### src/rtl/sob_pkg.sv
// ----------------------------------------------------------------------------
// sob_pkg
// Shared constants for the RGBA8 source-over blend pipeline.
// ----------------------------------------------------------------------------
`default_nettype none
package sob_pkg;

  localparam int CFG_IDX_W  = 3;
  localparam int CFG_DATA_W = 17;

  localparam logic [CFG_IDX_W-1:0] REG_OPACITY  = 3'd0;
  localparam logic [CFG_IDX_W-1:0] REG_SHIFT_X  = 3'd1;
  localparam logic [CFG_IDX_W-1:0] REG_SHIFT_Y  = 3'd2;
  localparam logic [CFG_IDX_W-1:0] REG_DEST_W   = 3'd3;
  localparam logic [CFG_IDX_W-1:0] REG_DEST_H   = 3'd4;

  localparam int OP_W    = 17;
  localparam int SHIFT_W = 16;
  localparam int SIZE_W  = 15;
  localparam int DXW     = 18;

  localparam logic [OP_W-1:0] OPAQUE_Q16 = 17'd65536;

  localparam int S_W   = 24;
  localparam int OA_W  = 32;
  localparam int P_W   = 40;
  localparam int NUM_W = 41;
  localparam int DEN_W = 33;
  localparam int Q_W   = 9;

  localparam logic [S_W-1:0] FULL_D = 24'd16711680;

  localparam int N_COLOR = 3;
  localparam int N_LANE  = 4;

endpackage
`default_nettype wire

### src/rtl/sob_div.sv
// ----------------------------------------------------------------------------
// sob_div
// Pipelined restoring divider, one quotient bit per stage.
// ----------------------------------------------------------------------------
`default_nettype none
module sob_div (
  input  wire logic                       clk,
  input  wire logic [sob_pkg::Q_W-1:0]    en,
  input  wire logic [sob_pkg::NUM_W-1:0]  n2,
  input  wire logic [sob_pkg::DEN_W-1:0]  d2,
  output logic      [sob_pkg::Q_W-1:0]    q
);
  import sob_pkg::*;

  logic [NUM_W-1:0] r_r [Q_W];
  logic [DEN_W-1:0] d_r [Q_W];
  logic [Q_W-1:0]   q_r [Q_W];

  for (genvar k = 0; k < Q_W; k++) begin : g_stage
    logic [NUM_W-1:0] r_in;
    logic [DEN_W-1:0] d_in;
    logic [Q_W-1:0]   q_in;
    logic [NUM_W-1:0] ds;

    if (k == 0) begin : g_first
      assign r_in = n2;
      assign d_in = d2;
      assign q_in = '0;
    end else begin : g_next
      assign r_in = r_r[k-1];
      assign d_in = d_r[k-1];
      assign q_in = q_r[k-1];
    end

    assign ds = NUM_W'(d_in) << (Q_W-1-k);

    always_ff @(posedge clk) begin
      if (en[k]) begin
        d_r[k] <= d_in;
        if (r_in >= ds) begin
          r_r[k] <= r_in - ds;
          q_r[k] <= q_in | (Q_W'(1) << (Q_W-1-k));
        end else begin
          r_r[k] <= r_in;
          q_r[k] <= q_in;
        end
      end
    end
  end

  assign q = q_r[Q_W-1];

endmodule
`default_nettype wire

### config.mk
export PLATFORM = sky130hd
export DESIGN_NAME = sob_div
export DESIGN_NICKNAME = d
export VERILOG_FILES = /design/src/rtl/sob_pkg.sv /design/src/rtl/sob_div.sv
export SDC_FILE = /design/constraint.sdc
export NUM_CORES = 1
export LEC_CHECK = 0
export BUFFER_PORTS_ARGS = -buffer_cell sky130_fd_sc_hd__buf_4
export CORE_MARGIN = 3
export CORE_UTILIZATION = 28
export DETAILED_ROUTE_END_ITERATION = 10
export GPL_TIMING_DRIVEN = 1
export PLACE_DENSITY = 0.51
export SYNTH_ARGS = -nofsm -noshare
export SYNTH_HDL_FRONTEND = slang
export SYNTH_SLANG_ARGS = --single-unit
### constraint.sdc
create_clock -name clk -period 4.7 [get_ports clk]
set_input_delay 0.47 -clock clk [delete_from_list [all_inputs] [get_ports clk]]
set_output_delay 0.47 -clock clk [all_outputs]
set_load 0.05 [all_outputs]
==> out/qor.csv <==
stage,metric,value,unit
placed_design,gp_congestion,0.887,
grt,grt_pass1_vias,25700,
placed_design,dp_slack,0.431,ns
timing,period_share,0.902,
setup_path,required,5.06,ns
cts,cts.sinks,637,
final_layout,postLayoutCellArea,43600,um^2
drt,route.detailed.drc,0,
cts,cts.htree.levels,3,
timing,tightest_slew,0.935,ns
grt,grt_usage,0.123,
cts,insertion_delay,0.61,ns
logic_synthesis,yosysMostFrequentCell,edfxtp_1,
drt,drt_first_pass_iters,7,
cts,post-cts-setup-buffer-count,0,
cts,clk_pin_slew,0.06,ns
final_layout,layout.cells.non_filler,5593,
cts,cts.repair.resized,0,
drt,ant_nets,0,
job,max-cap-violations,0,
drt,num_vias,26000,
floorplanning,chipHeight,376,um
setup_path,critPathCaptureType,flip-flop,
drt,routed_via_density,4.65,
setup_path,start_kind,flip-flop,
logic_synthesis,synth_ff_type,edfxtp_1,
timing,max_freq,236,MHz
timing,setup_tns,0,ns
power,swShare,0.358,
logic_synthesis,synth.top_cells.by_count,"edfxtp_1, inv_1, nand2_1, a21oi_1, ha_1",
final_layout,fin_util,0.321,
power,pwr-share-comb,0.410,
timing,hold_violations,0,
power,finalPower,24.9,mW
outcome,run_status,"finished, final reports clean",
logic_synthesis,ys_types,80,
power,power.density,570,nW/um^2
drt,wire_per_inst,15.5,um
floorplanning,coreArea,136000,um^2
cts,ctsLongestPathBuffers,3,
floorplanning,num_rows,135,
timing,skew,0.0180,ns
timing,max_slew_margin,0.377,
drt,wirelength,86800,um
final_layout,syn2layout_area_growth,13.8,%
logic_synthesis,synthCells,3649,
grt,grt_first_pass_wirelength,140000,um
timing,setup_viol,0,
timing,hold_ws,0.0561,ns
drt,drt-initial-drc-count,1941,
floorplanning,num_io_pins,93,
power,internal_power,16.0,mW
hold_path,whs_path_depth,1,
power,p_leak,17.6,nW
final_layout,drive_above_1_share,0.0797,
cts,clockRootBuffer,clkbuf_16,
logic_synthesis,synth_top_cells_by_area,"edfxtp_1, ha_1, a21oi_1",
power,power_frac_clock,0.221,
floorplanning,fp.dieArea,141000,um^2
placed_design,placedCellCount,5449,
logic_synthesis,synth_edf_count,637,
setup_path,cp_max_fo,15,
final_layout,diodes,0,
logic_synthesis,yosysWarnings,0,
power,p_seq_frac,0.369,
logic_synthesis,syn_nets,4038,
timing,period_needed,4.24,ns
floorplanning,die_x,376,um
timing,worst_slack,0.459,ns
cts,cts_tree,done,
cts,cts_buffers,70,
final_layout,final_nets,4148,
grt,grt_max_degree,76,
logic_synthesis,synth_area,38300,um^2
setup_path,r2r_cells,11,
power,p_sw,8.91,mW
logic_synthesis,async_flop_share,0,
setup_path,critPathArrivalTime,4.60,ns
power,max-vdd-ir-drop,0.000256,V
floorplanning,initial_utilization,0.282,
logic_synthesis,syn_avg_cell_area,10.5,um^2
logic_synthesis,yosys.area.top_type,edfxtp_1,
grt,antenna_found_initial,0,
logic_synthesis,yosysSeqAreaShare,0.499,
placed_design,dp_hpwl,69100,um
timing,rsz0062_at_grt,false,
placed_design,portBuffers,92,
logic_synthesis,synth.top_cell.area_share,0.499,
hold_path,hp-class,primary input to flip-flop,
timing,slew_viol_final,0,
grt,gr-total-overflow,0,
placed_design,postPlaceCellArea,41100,um^2
setup_path,critical_path_class,flip-flop to flip-flop,
logic_synthesis,synth_seq_cells,637,
[path summary, 6_finish.rpt]
kind | end | from | slack, ns
max reg2reg | r_r[5][32] | r_r[4][5] | 0.46
min reg2reg | q_r[8][7] | q_r[7][7] | 0.42
max | r_r[5][32] | r_r[4][5] | 0.46
min | d_r[0][32] | d2[32] | 0.06
[timing repair]
item	4_1_cts	5_1_grt
setup endpoints to repair	0	0
hold endpoints to repair	19	0
hold buffers	19	0
[power by group through the flow]
stage | registers, mW | logic [mW] | clock network (mW)
4_1_cts | 9.18 | 10.2 | 5.73
5_1_grt | 9.34 | 11.6 | 5.97
3_5_place_dp | 9.29 | 10.2 | 0
3_3_place_gp | 9.34 | 10.1 | 0
2_1_floorplan | 8.83 | 7.95 | 0
6_report | 9.18 | 10.2 | 5.50
[placed cells by master (no fill, tap or decap), types with 12 or more instances in the layout]
cell type | netlist | layout
a211oi_1 | 20 | 20
a21o_1 | 167 | 167
a21oi_1 | 303 | 302
a31oi_1 | 36 | 36
and2_1 | 15 | 15
and3_1 | 35 | 35
buf_4 | 0 | 116
clkbuf_1 | 70 | 14
clkbuf_16 | 0 | 72
clkinv_2 | 0 | 12
dlygate4sd3_1 | 0 | 19
edfxtp_1 | 637 | 637
ha_1 | 297 | 297
inv_1 | 367 | 367
mux2_2 | 50 | 50
nand2_1 | 320 | 320
nand2b_1 | 56 | 56
nand3_1 | 70 | 70
nand4_1 | 42 | 42
nor2_1 | 184 | 183
nor2b_1 | 48 | 48
nor3_1 | 48 | 48
nor4_1 | 24 | 24
o211ai_1 | 12 | 12
o21a_1 | 28 | 28
o21ai_0 | 288 | 288
o21ai_1 | 17 | 17
o21bai_1 | 37 | 37
o31ai_1 | 14 | 14
xnor2_1 | 136 | 136
xor2_1 | 121 | 121
[state kept, by name, indices dropped and copies added (netlist names)]
signal,cells
r_r,328
d_r,264
q_r,45
[metal layers]
| metal | part of all wire | track usage | vias up |
|---|---|---|---|
| met5 | 0 | 0 | - |
| met4 | 0.046 | 0.0541 | 0 |
| met3 | 0.031 | 0.0155 | 170 |
| met2 | 0.43 | 0.189 | 482 |
| met1 | 0.50 | 0.172 | 11800 |
| li1 | - | - | 13500 |
[cells by family (layout without fill, tap and decap cells)]
kind of cell	Yosys count	after routing	share of synthesized area
compound gates	1020	1020	0.163
simple gates	898	898	0.112
flops	637	637	0.499
buf+inv	470	633	0.0481
fa+ha+maj	305	305	0.101
xor+xnor	257	257	0.0587
mux	62	62	0.0186
[layout make-up]
type | count | area [um^2]
Tap cell | 1781 | 2230
Multi-Input combinational cell | 2542 | 17400
Clock buffer | 86 | 1850
Timing Repair Buffer | 140 | 1160
Clock inverter | 39 | 450
Sequential cell | 637 | 19100
Inverter | 368 | 1380
Fill cell | 13900 | 92200
[worst max-delay path, stage by stage (launching register included)]
cell and delay (ns):
edfxtp_1 0.40, ha_1 0.39, nor2b_1 0.16, o21ai_0 0.21, a21oi_1 0.16, o311a_1 0.36, o41ai_2 0.54, o311ai_0 0.35
a21oi_1 0.28, nand3b_1 0.17, and2_1 0.58, mux2_2 0.42
No activity file was read; power rests on OpenSTA's default activity.
